### src/hdl/cdpfc_pkg.sv
// ----------------------------------------------------------------------------
// cdpfc_pkg
// Shared constants, register indexes, error codes and types of the discovery
// frame checker.
// ----------------------------------------------------------------------------
package cdpfc_pkg;

  // Frame layout
  localparam int PRELUDE_BYTES   = 22;
  localparam int MAX_FRAME_BYTES = 2048;

  // Byte position counts up to MAX_FRAME_BYTES itself (saturation point)
  localparam int POS_W = $clog2(MAX_FRAME_BYTES + 2);
  localparam int LOC_W = 11;

  localparam logic [POS_W-1:0] POS_VERSION   = POS_W'(PRELUDE_BYTES);
  localparam logic [POS_W-1:0] POS_TTL       = POS_W'(PRELUDE_BYTES + 1);
  localparam logic [POS_W-1:0] POS_TLV_START = POS_W'(PRELUDE_BYTES + 4);
  localparam logic [POS_W-1:0] POS_MAX       = POS_W'(MAX_FRAME_BYTES);

  // Configuration register indexes
  localparam int CFG_IDX_W = 3;
  localparam int CFG_DATA_W = 16;
  localparam logic [CFG_IDX_W-1:0] REG_VERSION_MIN      = 3'd0;
  localparam logic [CFG_IDX_W-1:0] REG_VERSION_MAX      = 3'd1;
  localparam logic [CFG_IDX_W-1:0] REG_TTL_MIN          = 3'd2;
  localparam logic [CFG_IDX_W-1:0] REG_FIRST_TLV_TYPE   = 3'd3;
  localparam logic [CFG_IDX_W-1:0] REG_CHASSIS_TLV_TYPE = 3'd4;
  localparam logic [CFG_IDX_W-1:0] REG_PORT_TLV_TYPE    = 3'd5;

  // Verdict error codes
  localparam logic [3:0] ERR_OK         = 4'd0;
  localparam logic [3:0] ERR_SHORT      = 4'd1;
  localparam logic [3:0] ERR_VERSION    = 4'd2;
  localparam logic [3:0] ERR_TTL        = 4'd3;
  localparam logic [3:0] ERR_HDR_CUT    = 4'd4;
  localparam logic [3:0] ERR_LEN_UNDER  = 4'd5;
  localparam logic [3:0] ERR_OVERRUN    = 4'd6;
  localparam logic [3:0] ERR_FIRST_TYPE = 4'd7;
  localparam logic [3:0] ERR_TOO_LONG   = 4'd8;

  typedef struct packed {
    logic [7:0]  version_min;
    logic [7:0]  version_max;
    logic [7:0]  ttl_min;
    logic [15:0] first_tlv_type;
    logic [15:0] chassis_tlv_type;
    logic [15:0] port_tlv_type;
  } cfg_t;

  typedef struct packed {
    logic             found;
    logic             pend;
    logic [LOC_W-1:0] offset;
    logic [LOC_W-1:0] length;
  } loc_t;

  typedef struct packed {
    logic             frame_valid;
    logic [3:0]       error_code;
    logic [7:0]       version_seen;
    logic [7:0]       ttl_seen;
    logic             chassis_found;
    logic [LOC_W-1:0] chassis_offset;
    logic [LOC_W-1:0] chassis_length;
    logic             port_found;
    logic [LOC_W-1:0] port_offset;
    logic [LOC_W-1:0] port_length;
  } verdict_t;

endpackage

### src/hdl/cdpfc_walker.sv
// ----------------------------------------------------------------------------
// cdpfc_walker
// Per-frame state and the single-cycle update for one word: header capture,
// TLV chain walk, locator records and the verdict on the final word.
// ----------------------------------------------------------------------------
module cdpfc_walker (
  input  logic                  clk,
  input  logic                  rst,
  input  cdpfc_pkg::cfg_t       cfg,
  input  logic                  step,
  input  logic [7:0]            data_byte,
  input  logic                  last_byte,
  output cdpfc_pkg::verdict_t   verdict
);

  // Frame state
  logic [cdpfc_pkg::POS_W-1:0] byte_position, byte_position_next;
  logic [7:0]                  version_reg, version_reg_next;
  logic [7:0]                  ttl_reg, ttl_reg_next;
  logic [cdpfc_pkg::POS_W-1:0] next_tlv_start, next_tlv_start_next;
  logic [1:0]                  header_byte_index, header_byte_index_next;
  logic [15:0]                 tlv_type_reg, tlv_type_reg_next;
  logic [7:0]                  tlv_len_hi, tlv_len_hi_next;
  logic                        first_tlv_done, first_tlv_done_next;
  logic [3:0]                  sticky_error, sticky_error_next;
  cdpfc_pkg::loc_t             chassis_record, chassis_record_next;
  cdpfc_pkg::loc_t             port_record, port_record_next;

  logic [cdpfc_pkg::POS_W-1:0] pos_inc;
  logic [15:0]                 tlv_len;
  logic [16:0]                 tlv_end;
  logic [cdpfc_pkg::POS_W-1:0] val_pos;
  logic [cdpfc_pkg::LOC_W-1:0] val_off;
  logic [15:0]                 val_len_full;
  logic [3:0]                  code;

  assign pos_inc      = byte_position + cdpfc_pkg::POS_W'(1);
  assign tlv_len      = {tlv_len_hi, data_byte};
  assign tlv_end      = 17'(next_tlv_start) + 17'(tlv_len);
  assign val_pos      = next_tlv_start + cdpfc_pkg::POS_W'(4);
  assign val_off      = (val_pos > cdpfc_pkg::POS_W'(2047)) ? cdpfc_pkg::LOC_W'(2047)
                                                            : val_pos[cdpfc_pkg::LOC_W-1:0];
  assign val_len_full = tlv_len - 16'd4;

  // Advance the frame state by one word
  always_comb begin
    version_reg_next       = version_reg;
    ttl_reg_next           = ttl_reg;
    next_tlv_start_next    = next_tlv_start;
    header_byte_index_next = header_byte_index;
    tlv_type_reg_next      = tlv_type_reg;
    tlv_len_hi_next        = tlv_len_hi;
    first_tlv_done_next    = first_tlv_done;
    sticky_error_next      = sticky_error;
    chassis_record_next    = chassis_record;
    port_record_next       = port_record;

    if (byte_position >= cdpfc_pkg::POS_MAX) begin
      if (sticky_error_next == cdpfc_pkg::ERR_OK) sticky_error_next = cdpfc_pkg::ERR_TOO_LONG;
    end else begin
      // Capture and check the version and TTL bytes
      if (byte_position == cdpfc_pkg::POS_VERSION) begin
        version_reg_next = data_byte;
        if ((data_byte < cfg.version_min || data_byte > cfg.version_max) &&
            sticky_error_next == cdpfc_pkg::ERR_OK) begin
          sticky_error_next = cdpfc_pkg::ERR_VERSION;
        end
      end
      if (byte_position == cdpfc_pkg::POS_TTL) begin
        ttl_reg_next = data_byte;
        if (data_byte < cfg.ttl_min && sticky_error_next == cdpfc_pkg::ERR_OK) begin
          sticky_error_next = cdpfc_pkg::ERR_TTL;
        end
      end

      // Walk the TLV chain while no error is pending
      if (sticky_error_next == cdpfc_pkg::ERR_OK &&
          byte_position >= cdpfc_pkg::POS_TLV_START) begin
        if (header_byte_index == 2'd0 && byte_position != next_tlv_start) begin
          // Inside a value: close pending records on its last byte
          if (pos_inc == next_tlv_start) begin
            if (chassis_record_next.pend) begin
              chassis_record_next.pend  = 1'b0;
              chassis_record_next.found = 1'b1;
            end
            if (port_record_next.pend) begin
              port_record_next.pend  = 1'b0;
              port_record_next.found = 1'b1;
            end
          end
        end else begin
          header_byte_index_next = header_byte_index + 2'd1;
          case (header_byte_index)
            2'd0: tlv_type_reg_next = {data_byte, 8'd0};
            2'd1: tlv_type_reg_next = {tlv_type_reg[15:8], data_byte};
            2'd2: tlv_len_hi_next   = data_byte;
            default: begin
              // Header complete: check it and step to the next TLV
              if (tlv_len < 16'd4) begin
                sticky_error_next = cdpfc_pkg::ERR_LEN_UNDER;
              end else if (!first_tlv_done && tlv_type_reg != cfg.first_tlv_type) begin
                sticky_error_next = cdpfc_pkg::ERR_FIRST_TYPE;
              end else if (tlv_end > 17'(cdpfc_pkg::MAX_FRAME_BYTES)) begin
                sticky_error_next = cdpfc_pkg::ERR_OVERRUN;
              end else begin
                first_tlv_done_next = 1'b1;
                next_tlv_start_next = tlv_end[cdpfc_pkg::POS_W-1:0];
                if (tlv_type_reg == cfg.chassis_tlv_type && !chassis_record.found) begin
                  chassis_record_next.pend   = 1'b1;
                  chassis_record_next.offset = val_off;
                  chassis_record_next.length = val_len_full[cdpfc_pkg::LOC_W-1:0];
                end
                if (tlv_type_reg == cfg.port_tlv_type && !port_record.found) begin
                  port_record_next.pend   = 1'b1;
                  port_record_next.offset = val_off;
                  port_record_next.length = val_len_full[cdpfc_pkg::LOC_W-1:0];
                end
                // Header-only TLV ends on this byte
                if (pos_inc == next_tlv_start_next) begin
                  if (chassis_record_next.pend) begin
                    chassis_record_next.pend  = 1'b0;
                    chassis_record_next.found = 1'b1;
                  end
                  if (port_record_next.pend) begin
                    port_record_next.pend  = 1'b0;
                    port_record_next.found = 1'b1;
                  end
                end
              end
            end
          endcase
        end
      end
    end

    byte_position_next = (byte_position < cdpfc_pkg::POS_MAX) ? pos_inc : byte_position;
  end

  // Final checks for the verdict
  always_comb begin
    code = sticky_error_next;
    if (code == cdpfc_pkg::ERR_OK) begin
      if (pos_inc <= cdpfc_pkg::POS_TLV_START) begin
        code = cdpfc_pkg::ERR_SHORT;
      end else if (header_byte_index_next != 2'd0) begin
        code = cdpfc_pkg::ERR_HDR_CUT;
      end else if (pos_inc < next_tlv_start_next) begin
        code = cdpfc_pkg::ERR_OVERRUN;
      end
    end

    verdict.frame_valid    = (code == cdpfc_pkg::ERR_OK);
    verdict.error_code     = code;
    verdict.version_seen   = version_reg_next;
    verdict.ttl_seen       = ttl_reg_next;
    verdict.chassis_found  = chassis_record_next.found;
    verdict.chassis_offset = chassis_record_next.found ? chassis_record_next.offset : '0;
    verdict.chassis_length = chassis_record_next.found ? chassis_record_next.length : '0;
    verdict.port_found     = port_record_next.found;
    verdict.port_offset    = port_record_next.found ? port_record_next.offset : '0;
    verdict.port_length    = port_record_next.found ? port_record_next.length : '0;
  end

  // Hold state, advance on each word, clear after the final word
  always_ff @(posedge clk) begin
    if (rst || (step && last_byte)) begin
      byte_position     <= '0;
      version_reg       <= '0;
      ttl_reg           <= '0;
      next_tlv_start    <= cdpfc_pkg::POS_TLV_START;
      header_byte_index <= '0;
      tlv_type_reg      <= '0;
      tlv_len_hi        <= '0;
      first_tlv_done    <= 1'b0;
      sticky_error      <= cdpfc_pkg::ERR_OK;
      chassis_record    <= '0;
      port_record       <= '0;
    end else if (step) begin
      byte_position     <= byte_position_next;
      version_reg       <= version_reg_next;
      ttl_reg           <= ttl_reg_next;
      next_tlv_start    <= next_tlv_start_next;
      header_byte_index <= header_byte_index_next;
      tlv_type_reg      <= tlv_type_reg_next;
      tlv_len_hi        <= tlv_len_hi_next;
      first_tlv_done    <= first_tlv_done_next;
      sticky_error      <= sticky_error_next;
      chassis_record    <= chassis_record_next;
      port_record       <= port_record_next;
    end
  end

endmodule

### config.mk
export PLATFORM = sky130hd
export DESIGN_NAME = cdpfc_walker
export DESIGN_NICKNAME = d
export VERILOG_FILES = /design/src/hdl/cdpfc_pkg.sv /design/src/hdl/cdpfc_walker.sv
export SDC_FILE = /design/constraint.sdc
export NUM_CORES = 1
export LEC_CHECK = 0
export ABC_CLOCK_PERIOD_IN_PS = 4680
export BUFFER_PORTS_ARGS = -buffer_cell sky130_fd_sc_hd__buf_2
export CAP_MARGIN = 10
export CORE_UTILIZATION = 45
export CTS_CLUSTER_SIZE = 10
export DETAILED_ROUTE_END_ITERATION = 16
export PLACE_DENSITY = 0.65
export REMOVE_ABC_BUFFERS = 1
export SLEW_MARGIN = 30
export SYNTH_ARGS = -nofsm -noshare
export SYNTH_HDL_FRONTEND = slang
export SYNTH_SLANG_ARGS = --single-unit
### constraint.sdc
create_clock -name clk -period 4.68 [get_ports clk]
set_input_delay 0.234 -clock clk [delete_from_list [all_inputs] [get_ports clk]]
set_output_delay 0.234 -clock clk [all_outputs]
set_load 0.01 [all_outputs]
==> flow_metrics.env <==
export IMPL_yosysUniqueCellTypes=66
export IMPL_cts_buffers=17
export IMPL_fin_ws_ns=-0.658
export IMPL_grt_antenna_before_repair=0
export IMPL_final_seq_area_um2=2380
export IMPL_status="complete, but fails checks"
export IMPL_dp_hpwl_mm=18.9
export IMPL_multiInputGateArea_um2=6010
export IMPL_end_kind="output port"
export IMPL_slowest_stage="or4_4"
export IMPL_first_global_vias=8112
export IMPL_io_buffers=150
export IMPL_critPathTopFamily="compound AO/OA/AOI/OAI gates"
export IMPL_p_clk_share_pct=46.2
export IMPL_drt_iter0_drc=542
export IMPL_holdBufCountCts=0
export IMPL_cp_data_required_time_ns=4.45
export IMPL_setup_viol=3
export IMPL_fmax_mhz=187
export IMPL_p_seq_share_pct=38.8
export IMPL_hp_class="in2reg"
export IMPL_synth_edf_count=0
export IMPL_fin_nets=1423
export IMPL_syn_area_per_cell_um2=8.09
export IMPL_rows=50
export IMPL_power_leakage_nw=5.11
export IMPL_hold_viol_final=0
export IMPL_fin_crit_sh_pct=114
export IMPL_root_buffer="clkbuf_16"
export IMPL_vias=8325
export IMPL_ys_flop_type="dfxtp_1"
export IMPL_grt_usage_pct=26.7
export IMPL_grt_start_max_net_pins=62
export IMPL_n_antenna_cell=0
export IMPL_switching_power_w=0.000749
export IMPL_grt_ovfl_total=0
export IMPL_path_cells="ha_4, inv_2, fa_2, nand2b_4, a21oi_2, or4_4, a2111oi_4, nand4b_1, o41a_4, nor3_2, buf_4, buf_12, buf_4, mux2i_2, ha_1, nand4_1, nor2_2, a221o_1, a31oi_4, a21oi_2, o41ai_2, buf_2"
export IMPL_via_per_inst=5.44
export IMPL_cts_sinks=119
export IMPL_fin_crit_ns=5.34
export IMPL_cts_max_path_buffers=2
export IMPL_dr_pass1_iters=5
export IMPL_critical_path_max_fanout=7
export IMPL_arrival_ns=5.10
export IMPL_syn2layout_area_growth_pct=27.5
export IMPL_n_fill_cell=1714
export IMPL_grt_pass1_wl_mm=41.4
export IMPL_relSlewSlack_pct=54.1
export IMPL_postRouteAntennaNets=0
export IMPL_setup_tns_ns=-1.83
export IMPL_drive_above_1_share_pct=27.2
export IMPL_crit_buf_inv=5
export IMPL_drt_total_wl_mm=25.7
export IMPL_synth_cells=1071
export IMPL_async_reset_ff_share_pct=0
export IMPL_cpPeakStageDelay_ns=0.44
export IMPL_intPower_w=0.00189
export IMPL_drv_cap=0
export IMPL_core_um2=18800
export IMPL_violations="setup timing"
export IMPL_p_comb_share_pct=15.0
export IMPL_ir_drop_mv=0.260
export IMPL_worstSetupPathType="reg2out"
export IMPL_die_x_um=141
export IMPL_skew_ns=0.00933
export IMPL_drcViolationCount=0
export IMPL_die_h_um=141
export IMPL_clk_pin_slew_ns=0.06
export IMPL_report_final_slew_viol_count=0
export IMPL_worstSetupStartpointType="register"
export IMPL_pin_count=151
export IMPL_power_density_nw_per_um2=239
export IMPL_rsz0062_at_grt="yes"
export IMPL_ys_seq_elements=119
export IMPL_clk_latency_ns=0.43
export IMPL_yosysWarnings=0
export IMPL_cts_max_level=4
export IMPL_final_util_pct=58.9
export IMPL_layout_common_cells="buf_2 (150), nor2_1 (141), dfxtp_1 (118), buf_4 (104), mux2i_1 (98)"
export IMPL_gp_congestion=0.853
export IMPL_mostFrequentLayoutCell="buf_2"
export IMPL_synth_cell_area_um2=8670
export IMPL_die_area_um2=19800
export IMPL_p_sw_share_pct=28.4
export IMPL_routedWlPerCell_um=16.8
export IMPL_synth_seq_area_share_pct=27.5
export IMPL_start_util_pct=46.2
export IMPL_tightest_slew_ns=0.687
export IMPL_cts_tree="done"
Yosys cell counts (3+ instances only):
master    number  area, um^2
nor2_1       144         541
dfxtp_1      119        2380
mux2i_1      102        1020
nand2_1       86         323
a21oi_1       74         370
xor2_1        68         596
ha_1          55         688
xnor2_1       54         473
inv_1         52         195
clkbuf_1      49         184
nand3_1       33         165
nor3_1        24         120
o21ai_0       24         120
nand4_1       18         113
mux2_2        17         191
nor4_1        14        87.6
a21o_1        10        75.1
a22oi_1        8        60.1
or3_1          8        50.1
a31oi_1        7        43.8
nand2b_1       7        43.8
and3_1         6        37.5
buf_1          6        22.5
o31ai_1        6        45.0
and2_1         5        31.3
buf_2          5        25.0
nor2b_1        5        31.3
buf_6          4        45.0
o21a_1         4        30.0
or4_1          4        30.0
and4_1         3        26.3
nor3b_1        3        22.5
o21ai_1        3        15.0
o22a_1         3        26.3
metrics by stage:
step	instances	setup WS (ns)	total power, W	hold WS (ns)	instance area [um^2]
after floorplan	1005	-1.16	0.00124	0.324	8370
after global placement	1483	-0.556	0.00140	0.442	10200
after detailed placement	1484	-0.587	0.00141	0.448	10200
after CTS	1526	-0.710	0.00265	0.175	11000
after global routing	1530	-0.854	0.00275	0.220	11100
final	1530	-0.658	0.00264	0.197	11100
kinds of logic after synthesis:
kind of cell,Yosys count,share of synthesized area (%)
AO/OA/AOI/OAI,160,11.4
XOR/XNOR,124,12.9
adder cells (fa/ha/maj),56,8.17
buffers and inverters,119,5.66
flip-flops,119,27.5
multiplexers,119,14.0
AND/OR/NAND/NOR,374,20.4
power groups by stage:
| stage | registers (W) | logic (W) | clock network, W |
|---|---|---|---|
| 2_1_floorplan | 0.00105 | 0.000186 | 0 |
| 3_3_place_gp | 0.00105 | 0.000358 | 0 |
| 3_5_place_dp | 0.00105 | 0.000366 | 0 |
| 4_1_cts | 0.00102 | 0.000389 | 0.00124 |
| 5_1_grt | 0.00102 | 0.000432 | 0.00129 |
| 6_report | 0.00102 | 0.000396 | 0.00122 |
routing by layer:
| metal | part of all wire, % | GRT usage [%] | routed length (um) | vias to the layer above |
|---|---|---|---|---|
| met5 | 0 | 0 | 0 | - |
| met4 | 2.5 | 9.38 | 641 | 0 |
| met3 | 4.6 | 4.48 | 1190 | 45 |
| met2 | 48 | 46.5 | 12400 | 233 |
| met1 | 45 | 33.1 | 11500 | 3914 |
| li1 | - | - | - | 4133 |
worst register-to-register path: stages (launching register included):
cell and delay (ns):
dfxtp_2 0.34, ha_4 0.16, inv_2 0.05, fa_2 0.24, nand2b_4 0.15, a21oi_2 0.07
or4_4 0.45, a2111oi_4 0.36, nand4b_1 0.18, o41a_4 0.39, buf_4 0.17, nor4_4 0.12
buf_4 0.43, nand2_1 0.11, buf_4 0.28, mux2i_1 0.24, nor2_1 0.06
repair_timing:
action / CTS / global route
endpoints found under the setup margin: 48 / 50
resized for setup: 34 / 10
pin swaps: 21 / 14
setup buffers: 10 / 4
final timing paths:
kind / slack [ns] / to / start / cells after the start
setup reg to reg: 0.77 / port_record[13]$_SDFFE_PP0P_ / next_tlv_start[0]$_SDFFE_PP0P_ / 16
hold reg to reg: 0.46 / port_record[3]$_SDFFE_PP0P_ / port_record[3]$_SDFFE_PP0P_ / 2
hold / removal: 0.20 / next_tlv_start[3]$_SDFFE_PP1P_ / rst / 3
setup / recovery: -0.66 / verdict[64] / next_tlv_start[0]$_SDFFE_PP0P_ / 22
layout make-up:
cell class / instances / area share (%)
multi-input cells: 833 / 54.4
flip-flops and latches: 119 / 21.6
repair buffers: 259 / 14.7
clock buffers: 19 / 4.01
well taps: 234 / 2.65
inverters: 53 / 1.80
clock inverters: 13 / 0.894
Power figures use the tool's default switching activity.
